**config.mk**
```make
export PLATFORM = sky130hd
export DESIGN_NAME = json_object_stream_framer_top_flat
export DESIGN_NICKNAME = d
export VERILOG_FILES = /design/src/sv/jof_pkg.sv /design/src/sv/jof_if.sv /design/src/sv/json_object_stream_framer_top.sv /design/src/flat_wrapper.sv
export SDC_FILE = /design/constraint.sdc
export NUM_CORES = 1
export LEC_CHECK = 0
export BUFFER_PORTS_ARGS = -buffer_cell sky130_fd_sc_hd__buf_4
export CAP_MARGIN = 20
export CORE_MARGIN = 4
export CORE_UTILIZATION = 38
export DETAILED_ROUTE_END_ITERATION = 12
export SLEW_MARGIN = 20
export SYNTH_ARGS = -nofsm -noshare
export SYNTH_HDL_FRONTEND = slang
export SYNTH_SLANG_ARGS = --single-unit
```
**constraint.sdc**
```tcl
create_clock -name i_clk -period 6.1 [get_ports i_clk]
set_input_delay 0.61 -clock i_clk [delete_from_list [all_inputs] [get_ports i_clk]]
set_output_delay 0.61 -clock i_clk [all_outputs]
set_load 0.005 [all_outputs]
```
**src/sv/jof_pkg.sv**
```systemverilog
package jof_pkg;

    localparam int STORE_BYTES = 64;
    localparam int STORE_CAP   = STORE_BYTES - 1;
    localparam int LEN_BITS    = $clog2(STORE_BYTES);
    localparam int ADDR_BITS   = (STORE_CAP > 1) ? $clog2(STORE_CAP) : 1;
    localparam int DEPTH_BITS  = 8;

    localparam logic [LEN_BITS-1:0]   LEN_CAP   = LEN_BITS'(STORE_CAP);
    localparam logic [DEPTH_BITS-1:0] DEPTH_MAX = '1;

    localparam logic [7:0] CH_LBRACE = 8'h7B;
    localparam logic [7:0] CH_RBRACE = 8'h7D;
    localparam logic [7:0] CH_LBRACK = 8'h5B;
    localparam logic [7:0] CH_RBRACK = 8'h5D;
    localparam logic [7:0] CH_QUOTE  = 8'h22;
    localparam logic [7:0] CH_BSLASH = 8'h5C;
    localparam logic [7:0] CH_LF     = 8'h0A;
    localparam logic [7:0] CH_CR     = 8'h0D;
    localparam logic [7:0] CH_NUL    = 8'h00;

    localparam logic CMD_PAYLOAD    = 1'b0;
    localparam logic CMD_LINK_RESET = 1'b1;

    typedef enum logic [1:0] {
        ST_BYTE      = 2'd0,
        ST_DROPPED   = 2'd1,
        ST_MALFORMED = 2'd2
    } t_status;

endpackage

```
**src/sv/jof_if.sv**
```systemverilog
interface jof_in_if;
    logic       valid;
    logic       ready;
    logic       command;
    logic [7:0] in_byte;

    modport source (output valid, output command, output in_byte, input ready);
    modport sink   (input valid, input command, input in_byte, output ready);
endinterface

interface jof_out_if;
    logic       valid;
    logic       ready;
    logic [7:0] out_byte;
    logic [1:0] status;
    logic       last;

    modport source (output valid, output out_byte, output status, output last, input ready);
    modport sink   (input valid, input out_byte, input status, input last, output ready);
endinterface

```
**src/sv/json_object_stream_framer_top.sv**
```systemverilog
// JSON object framer. Bytes arrive one item per cycle on i_in while the block is idle;
// bytes before an opening brace and all NUL bytes are skipped, and every byte of an
// object that fits is written into a store of STORE_BYTES-1 entries. When the bracket
// depth returns to zero the object is replayed from the store on o_out, each byte going
// through a store read (S_RD) and a load of the output register (S_LOAD), which waits
// while the sink stalls; i_in is held off for the whole replay. An overflowed object
// gives a dropped status instead, loaded from S_STATUS like a malformed one. A finished
// result waits in the output register while the next input item is taken.
module json_object_stream_framer_top
    import jof_pkg::*;
(
    input  logic           i_clk,
    input  logic           i_rst_n,
    jof_in_if.sink         i_in,
    jof_out_if.source      o_out
);

    typedef enum logic [1:0] {S_IDLE, S_RD, S_LOAD, S_STATUS} t_state;

    t_state                r_state, n_state;
    logic                  r_started, n_started;
    logic                  r_in_string, n_in_string;
    logic                  r_escape, n_escape;
    logic [DEPTH_BITS-1:0] r_depth, n_depth;
    logic [LEN_BITS-1:0]   r_len, n_len;
    logic                  r_ovf, n_ovf;
    logic [ADDR_BITS-1:0]  r_rd_addr, n_rd_addr;
    t_status               r_pend, n_pend;
    logic                  r_out_valid, n_out_valid;
    logic [7:0]            r_out_byte, n_out_byte;
    t_status               r_out_status, n_out_status;
    logic                  r_out_last, n_out_last;

    logic [7:0]            r_mem [STORE_CAP];
    logic [7:0]            r_rd_data;
    logic                  wr_en;
    logic [ADDR_BITS-1:0]  wr_addr;

    logic                  in_fire;
    logic                  out_free;
    logic [7:0]            b;
    logic [DEPTH_BITS-1:0] dec_depth;

    assign in_fire  = i_in.valid && i_in.ready;
    assign out_free = !r_out_valid || o_out.ready;
    assign b        = i_in.in_byte;

    always_comb begin
        n_state      = r_state;
        n_started    = r_started;
        n_in_string  = r_in_string;
        n_escape     = r_escape;
        n_depth      = r_depth;
        n_len        = r_len;
        n_ovf        = r_ovf;
        n_rd_addr    = r_rd_addr;
        n_pend       = r_pend;
        n_out_valid  = r_out_valid && !o_out.ready;
        n_out_byte   = r_out_byte;
        n_out_status = r_out_status;
        n_out_last   = r_out_last;
        wr_en        = 1'b0;
        wr_addr      = r_len[ADDR_BITS-1:0];
        dec_depth    = (r_depth != '0) ? r_depth - 1'b1 : '0;

        unique case (r_state)
            S_IDLE: begin
                if (in_fire) begin
                    if (i_in.command == CMD_LINK_RESET) begin
                        n_started   = 1'b0;
                        n_in_string = 1'b0;
                        n_escape    = 1'b0;
                        n_depth     = '0;
                        n_len       = '0;
                        n_ovf       = 1'b0;
                    end else if (b == CH_NUL) begin
                        // skip NUL everywhere
                    end else if (b == CH_LF || b == CH_CR) begin
                        if (r_started) begin
                            n_pend      = ST_MALFORMED;
                            n_state     = S_STATUS;
                            n_started   = 1'b0;
                            n_in_string = 1'b0;
                            n_escape    = 1'b0;
                            n_depth     = '0;
                            n_len       = '0;
                            n_ovf       = 1'b0;
                        end
                    end else if (!r_started) begin
                        if (b == CH_LBRACE) begin
                            n_started   = 1'b1;
                            n_in_string = 1'b0;
                            n_escape    = 1'b0;
                            n_depth     = DEPTH_BITS'(1);
                            n_len       = LEN_BITS'(1);
                            n_ovf       = 1'b0;
                            wr_en       = 1'b1;
                            wr_addr     = '0;
                        end
                    end else begin
                        if (r_len < LEN_CAP) begin
                            wr_en = 1'b1;
                            n_len = r_len + 1'b1;
                        end else begin
                            n_ovf = 1'b1;
                        end

                        if (r_in_string) begin
                            if (r_escape) begin
                                n_escape = 1'b0;
                            end else if (b == CH_BSLASH) begin
                                n_escape = 1'b1;
                            end else if (b == CH_QUOTE) begin
                                n_in_string = 1'b0;
                            end
                        end else if (b == CH_QUOTE) begin
                            n_in_string = 1'b1;
                        end else if (b == CH_LBRACE || b == CH_LBRACK) begin
                            if (r_depth != DEPTH_MAX) begin
                                n_depth = r_depth + 1'b1;
                            end
                        end else if (b == CH_RBRACE || b == CH_RBRACK) begin
                            n_depth = dec_depth;
                            if (dec_depth == '0) begin
                                n_started   = 1'b0;
                                n_in_string = 1'b0;
                                n_escape    = 1'b0;
                                if (n_ovf) begin
                                    n_ovf   = 1'b0;
                                    n_pend  = ST_DROPPED;
                                    n_state = S_STATUS;
                                    n_len   = '0;
                                end else begin
                                    // keep length for the replay
                                    n_rd_addr = '0;
                                    n_state   = S_RD;
                                end
                            end
                        end
                    end
                end
            end
            S_RD: begin
                n_state = S_LOAD;
            end
            S_LOAD: begin
                if (out_free) begin
                    n_out_valid  = 1'b1;
                    n_out_byte   = r_rd_data;
                    n_out_status = ST_BYTE;
                    n_out_last   = (LEN_BITS'(r_rd_addr) + 1'b1 == r_len);
                    if (LEN_BITS'(r_rd_addr) + 1'b1 == r_len) begin
                        n_len   = '0;
                        n_state = S_IDLE;
                    end else begin
                        n_rd_addr = r_rd_addr + 1'b1;
                        n_state   = S_RD;
                    end
                end
            end
            S_STATUS: begin
                if (out_free) begin
                    n_out_valid  = 1'b1;
                    n_out_byte   = CH_NUL;
                    n_out_status = r_pend;
                    n_out_last   = 1'b1;
                    n_state      = S_IDLE;
                end
            end
            default: begin
                n_state = S_IDLE;
            end
        endcase
    end

    always_ff @(posedge i_clk) begin
        if (!i_rst_n) begin
            r_state     <= S_IDLE;
            r_started   <= 1'b0;
            r_in_string <= 1'b0;
            r_escape    <= 1'b0;
            r_depth     <= '0;
            r_len       <= '0;
            r_ovf       <= 1'b0;
            r_out_valid <= 1'b0;
        end else begin
            r_state     <= n_state;
            r_started   <= n_started;
            r_in_string <= n_in_string;
            r_escape    <= n_escape;
            r_depth     <= n_depth;
            r_len       <= n_len;
            r_ovf       <= n_ovf;
            r_out_valid <= n_out_valid;
        end
        r_rd_addr    <= n_rd_addr;
        r_pend       <= n_pend;
        r_out_byte   <= n_out_byte;
        r_out_status <= n_out_status;
        r_out_last   <= n_out_last;
    end

    always_ff @(posedge i_clk) begin
        if (wr_en) begin
            r_mem[wr_addr] <= b;
        end
        r_rd_data <= r_mem[r_rd_addr];
    end

    assign i_in.ready     = (r_state == S_IDLE);
    assign o_out.valid    = r_out_valid;
    assign o_out.out_byte = r_out_byte;
    assign o_out.status   = r_out_status;
    assign o_out.last     = r_out_last;

endmodule

```
**src/flat_wrapper.sv**
```systemverilog
// flat-port wrapper written by rule: the top's interface ports become plain ports
module json_object_stream_framer_top_flat import jof_pkg::*;
  (i_clk, i_rst_n, i_in_valid, i_in_command, i_in_in_byte, i_in_ready, o_out_valid, o_out_out_byte, o_out_status, o_out_last, o_out_ready);
  jof_in_if i_in_i ();
  jof_out_if o_out_i ();
  input  logic i_clk;
  input  logic i_rst_n;
  input wire logic [$bits(i_in_i.valid)-1:0] i_in_valid;
  input wire logic [$bits(i_in_i.command)-1:0] i_in_command;
  input wire logic [$bits(i_in_i.in_byte)-1:0] i_in_in_byte;
  output wire logic [$bits(i_in_i.ready)-1:0] i_in_ready;
  output wire logic [$bits(o_out_i.valid)-1:0] o_out_valid;
  output wire logic [$bits(o_out_i.out_byte)-1:0] o_out_out_byte;
  output wire logic [$bits(o_out_i.status)-1:0] o_out_status;
  output wire logic [$bits(o_out_i.last)-1:0] o_out_last;
  input wire logic [$bits(o_out_i.ready)-1:0] o_out_ready;
  assign i_in_i.valid = i_in_valid;
  assign i_in_i.command = i_in_command;
  assign i_in_i.in_byte = i_in_in_byte;
  assign i_in_ready = i_in_i.ready;
  assign o_out_valid = o_out_i.valid;
  assign o_out_out_byte = o_out_i.out_byte;
  assign o_out_status = o_out_i.status;
  assign o_out_last = o_out_i.last;
  assign o_out_i.ready = o_out_ready;
  json_object_stream_framer_top u_core (.i_clk(i_clk), .i_rst_n(i_rst_n), .i_in(i_in_i), .o_out(o_out_i));
endmodule
```
==> reports/results.txt, run 1 <==
met3 GRT Util -> 0.0403
WL per Instance -> 25.7 microns
post-synth top area cell -> edfxtp_1
main area contributors after synthesis -> edfxtp_1 70%, mux4_2 15%, dfxtp_1 2.6%
period utilization -> 0.609
CORE AREA -> 58100 sq um
most common cell in the synthesized netlist -> edfxtp_1
input/output buffers -> 25
#FFs+latches synth -> 552
total gr overflow -> 0
Worst-path clk slew -> 60 ps
Worst setup SP type -> input pin
crit path kind -> in -> reg
WL final -> 51800 microns
Starting Density -> 0.387
CTS max path bufs -> 3
crit path DAT -> 3940 ps
root buffer cell -> clkbuf_16
die width -> 251 microns
capturing point of the worst reg2reg path -> u_core.r_mem[19][4]
Yosys cell types -> 72
Min-Delay Path Class -> in -> reg
layout cells sized above 1 -> 0.233
Die Span Y -> 251 microns
largest net degree at the start of global routing -> 123
TritonCTS clock tree -> yes
Final Hold Fails -> 0
Final ANT Viol Nets -> 0
unrepaired setup endpoints after global routing -> false
VDD IR max -> 0.226 mV
residual DRC count -> 0
Max Cap Viol -> 0
reg2reg start -> u_core.r_len[0]
Synth Flop Type -> edfxtp_1
io pins -> 26
vias in the first global route -> 11295
placed cell count -> 1914
met1 usage -> 0.231
slew of the pin with the lowest slew margin -> 1060 ps
Non-Filler Instances -> 2015
Worst Setup End Kind -> flop
syn avg cell area -> 19.0 sq um
yosys warns -> 0
Most Crowded Layer GR -> met2
PostCTS Resize Cnt -> 0
post-synthesis sequential area ratio -> 0.724
clk_skew -> 22.1 ps
min-delay src -> i_in_in_byte[4]
number of synthesized flops with an enable pin -> 523
n_diodes -> 0
Final Max Slew Viols -> 0
synth cell count leaders -> 523 x edfxtp_1, 152 x mux4_2, 108 x nor2_1
flop-to-flop setup slack -> 2610 ps
DP HPWL -> 31400 microns
TritonCTS Sinks -> 552
Worst Hold Depth -> 1
# hold bufs at CTS -> 0
Reg2Reg Depth -> 7
initial antenna violation count -> 4
Initial DRC Count -> 1140
Clock H-tree levels -> 2
Nets -> 1224
die area -> 63200 sq um
synth-to-layout area growth -> 11.4%
Vias -> 11316
WP data required -> 6330 ps
CTS Buf Count -> 55
Post-Syn Nets -> 1199
Synth Cell Area -> 22500 sq um
Worst Hold End -> u_core.r_mem[43][4]
max_slew headroom -> 0.293
Final Util -> 0.431
row cnt -> 88
PwrDens -> 297 nW/um^2
met2 usage -> 0.259
routed vias/inst -> 5.62
Fillers -> 5041
Final Setup Violations -> 0
fin crit period -> 3720 ps
Clock Latency Late Sink -> 610 ps
DRT Pass-1 Iters -> 4
GRT Total Usage -> 0.163
crit path max fanout -> 68
Static Leak -> 0.00756 uW
result of the run -> completed
first-pass GRT wire length -> 77000 microns
Max Fclk -> 269 MHz
setup bufs post-CTS -> 0
synthesized netlist cell count -> 1181
setup TNS -> 0 ps
routability-driven placement congestion ratio -> 0.807
asr flop ratio synth -> 0
area share of the largest cell type after synthesis -> 0.698
==> worst max-delay path, stage by stage <==
cell     delay (ps)
buf_4           560
and4b_1         450
a31oi_1         120
a21oi_1         170
and4b_1         500
nand4_1         610
nor2_1          860
==> cell families after synthesis <==
| logic type | count (synthesis) | synth area share |
|---|---|---|
| flops | 552 | 0.724 |
| simple gates | 274 | 0.0615 |
| mux | 161 | 0.156 |
| compound gates | 96 | 0.0316 |
| buf+inv | 78 | 0.0182 |
| xor+xnor | 15 | 0.00584 |
| fa+ha+maj | 5 | 0.00278 |
==> cells in the final DEF, fill, tap and decap left out, types with 5 or more instances in the layout <==
cell	instances
o221a_2	5
and4b_1	5
nand2_1	44
edfxtp_1	523
buf_4	36
nand2b_1	5
and2_1	14
clkinv_1	13
clkbuf_1	10
clkinv_2	12
dfxtp_1	29
o21ai_0	21
mux4_2	152
a22o_1	5
mux2i_1	9
clkbuf_16	55
nor2b_1	6
nor3_1	11
ha_1	5
xor2_1	6
xnor2_1	9
o22ai_1	9
and3_1	7
inv_1	8
a21oi_1	13
nor2_1	108
a221o_1	5
nand4_1	11
nand3_1	23
==> how the worst max path moves through the flow <==
stage                          from                  end  slack (ps)  cells after the start
floorplan           i_in_in_byte[0]  u_core.r_mem[55][0]        3090                      9
global placement    i_in_in_byte[3]  u_core.r_mem[27][2]        1880                      7
detailed placement  i_in_in_byte[3]  u_core.r_mem[27][0]        1750                      7
CTS                 i_in_in_byte[3]  u_core.r_mem[27][4]        2410                      7
global route        i_in_in_byte[3]  u_core.r_mem[10][7]        2200                      7
finish              i_in_in_byte[3]  u_core.r_mem[19][4]        2380                      7
==> registers in the layout, indices dropped and copies added (netlist names) <==
name and flops:
u_core.r_in_string 1, u_core.r_rd_addr 6, u_core.r_len 6, u_core.r_started 1
u_core.r_depth 8, u_core.o_out.out_byte 8, u_core.r_ovf 1, u_core.o_out.status 2
u_core.r_state 2, u_core.r_rd_data 8, u_core.r_pend 2, u_core.r_escape 1
u_core.r_mem 504, u_core.o_out.last 1, u_core.o_out.valid 1
==> stage by stage <==
step / hold WS, ps / instance area, sq um / setup WS (ps) / power (uW)
after floorplan: 428 / 22500 / 3090 / 4260
after global placement: 444 / 23400 / 1880 / 4340
after global routing: 319 / 25100 / 2200 / 7690
final: 332 / 25100 / 2380 / 7440
after detailed placement: 451 / 23400 / 1750 / 4340
after CTS: 313 / 25100 / 2410 / 7510
==> power breakdown <==
part	total [uW]	switching [uW]	internal (uW)
Clock	3180	1400	1780
Sequential	4140	3.13	4140
Combinational	113	91.1	22.4
==> layout make-up <==
type	count	area, sq um	share of cell area
repair buffers	38	310	0.0124
multi-input cells	551	5810	0.232
clock inverters	36	264	0.0105
well taps	765	957	0.0382
inverters	8	30.0	0.00120
flip-flops and latches	552	16300	0.650
clock buffers	65	1410	0.0564
==> metal layers <==
layer	up-vias	wire length, microns
li1	4908	-
met1	5961	22300
met2	377	24800
met3	66	3690
met4	4	913
met5	-	27
No activity file was read; power rests on OpenSTA's default activity.
==> run 2: changes to the inputs <==
clock period = 3.9 ns   (was 6.1 ns; I/O delays follow)
==> reports/results.txt, run 2 (same netlist as run 1, synthesis figures left out) <==
result of the run -> completed
Placed Area -> 24100 sq um
WL final -> 52100 microns
Internal -> 9610 uW
Clock Latency Late Sink -> 600 ps
# hold bufs at CTS -> 0
die width -> 251 microns
setup TNS -> 0 ps
CORE AREA -> 58100 sq um
Final Max Slew Viols -> 0
crit path max fanout -> 10
Fillers -> 4992
largest net degree at the start of global routing -> 121
crit path kind -> reg -> reg
Die Span Y -> 251 microns
first-pass GRT wire length -> 78100 microns
commonest non-fill, non-tap cells in the layout -> 523 x edfxtp_1, 152 x mux4_2, 119 x buf_4, 108 x nor2_1, 57 x clkbuf_16
WP data required -> 4130 ps
slew of the pin with the lowest slew margin -> 997 ps
TritonCTS clock tree -> yes
delay-heaviest family, CP -> simple AND/OR/NAND/NOR gates
routability-driven placement congestion ratio -> 0.782
Clock H-tree levels -> 2
Logic pwr share -> 0.015
crit path DAT -> 3250 ps
Worst path max stage delay -> 510 ps
Starting Density -> 0.387
Vias -> 11648
Final Hold Fails -> 0
DRT Pass-1 Iters -> 5
CTS Buf Count -> 56
Sw Pwr -> 2370 uW
TritonCTS Sinks -> 552
die area -> 63200 sq um
WL per Instance -> 24.8 microns
row cnt -> 88
max reg flops -> 504
CP max stage cell -> or3b_2
total gr overflow -> 0
setup bufs post-CTS -> 0
DP HPWL -> 32600 microns
root buffer cell -> clkbuf_16
Nets -> 1311
sw frac -> 0.198
max_slew headroom -> 0.332
clk_skew -> 11.8 ps
Worst Setup End Kind -> flop
input/output buffers -> 25
Reg2Reg Depth -> 7
GRT Total Usage -> 0.165
unrepaired setup endpoints after global routing -> false
Static Leak -> 0.00809 uW
largest register by flop count -> u_core.r_mem
residual DRC count -> 0
Initial DRC Count -> 1058
most common cell after layout, fill and taps aside -> edfxtp_1
Clk network pwr share -> 0.444
Max Fclk -> 331 MHz
flop-to-flop setup slack -> 880 ps
fin crit period -> 3020 ps
Seq pwr share -> 0.541
CP Buf/Inv Count -> 1
Min-Delay Path Class -> in -> reg
PwrDens -> 463 nW/um^2
placed cell count -> 2000
period utilization -> 0.774
Non-Filler Instances -> 2104
VDD IR max -> 0.341 mV
vias in the first global route -> 11687
Worst-path clk slew -> 70 ps
PostCTS Resize Cnt -> 0
io pins -> 26
CTS max path bufs -> 3
post-route cell area -> 25900 sq um
Worst setup SP type -> flop
routed vias/inst -> 5.54
Worst Hold Depth -> 1
Crit path depth -> 7
initial antenna violation count -> 1
Final Setup Violations -> 0
layout cells sized above 1 -> 0.286
synth-to-layout area growth -> 15.1%
Max Cap Viol -> 0
Final ANT Viol Nets -> 0
crit-path cells -> inv_1, ha_1, or3b_2, o31ai_2, and4_1, nand3_1, a21oi_1
==> run 2: cell count changes in the layout (fill, tap and decap cells not counted), sizes merged, moves of 2 or more <==
cell | before | now
inv | 11 | 9
buf | 38 | 124
clkinv | 26 | 22
clkbuf | 65 | 72
bufinv | 3 | 5
==> run 2: per-layer routing <==
| metal | track usage | wire (microns) | vias up |
|---|---|---|---|
| li1 | - | - | 5078 |
| met5 | 0.0128 | 127 | - |
| met4 | 0.0491 | 1430 | 4 |
| met1 | 0.226 | 21700 | 6082 |
| met3 | 0.0317 | 3210 | 86 |
| met2 | 0.271 | 25700 | 398 |
==> run 2: final cells by class <==
class                      count  area (sq um)  share of cell area
antenna                        1          2.50           0.0000966
clock buffer                  72          1530              0.0592
clock inverter                31           288              0.0111
inverter                       8          30.0             0.00116
multi-input combinational    551          5800               0.224
sequential                   552         16300               0.629
tap                          765           957              0.0370
timing repair buffer         124           993              0.0384
==> run 2: through the flow <==
step / setup slack (ps) / total power [uW] / util / hold WS [ps]
2_1_floorplan: 1110 / 6660 / - / 428
3_3_place_gp: 886 / 6780 / 0.414 / 458
3_5_place_dp: 844 / 6790 / 0.414 / 456
4_1_cts: 869 / 12100 / 0.445 / 5.00
5_1_grt: 575 / 12400 / 0.445 / 25.5
6_report: 883 / 12000 / 0.445 / 45.2
==> run 2: worst paths after layout <==
path                startpoint                   to
max          u_core.r_depth[0]  u_core.r_rd_addr[3]
min            i_in_in_byte[4]  u_core.r_mem[25][4]
max reg2reg  u_core.r_depth[0]  u_core.r_rd_addr[3]
min reg2reg       u_core.r_ovf         u_core.r_ovf
==> run 2: worst register-to-register path, delay by kind of cell, from the launching register on <==
family	cells	cell delay, ps
flops	1	390
simple gates	3	1070
compound gates	2	770
buf+inv	1	150
fa+ha+maj	1	270
==> run 2: power by group through the flow <==
stage / logic [uW] / clock network (uW) / registers, uW
after global placement: 175 / 0 / 6610
after CTS: 179 / 5440 / 6480
after floorplan: 52.0 / 0 / 6610
final: 176 / 5320 / 6480
after global routing: 193 / 5700 / 6480
after detailed placement: 180 / 0 / 6610
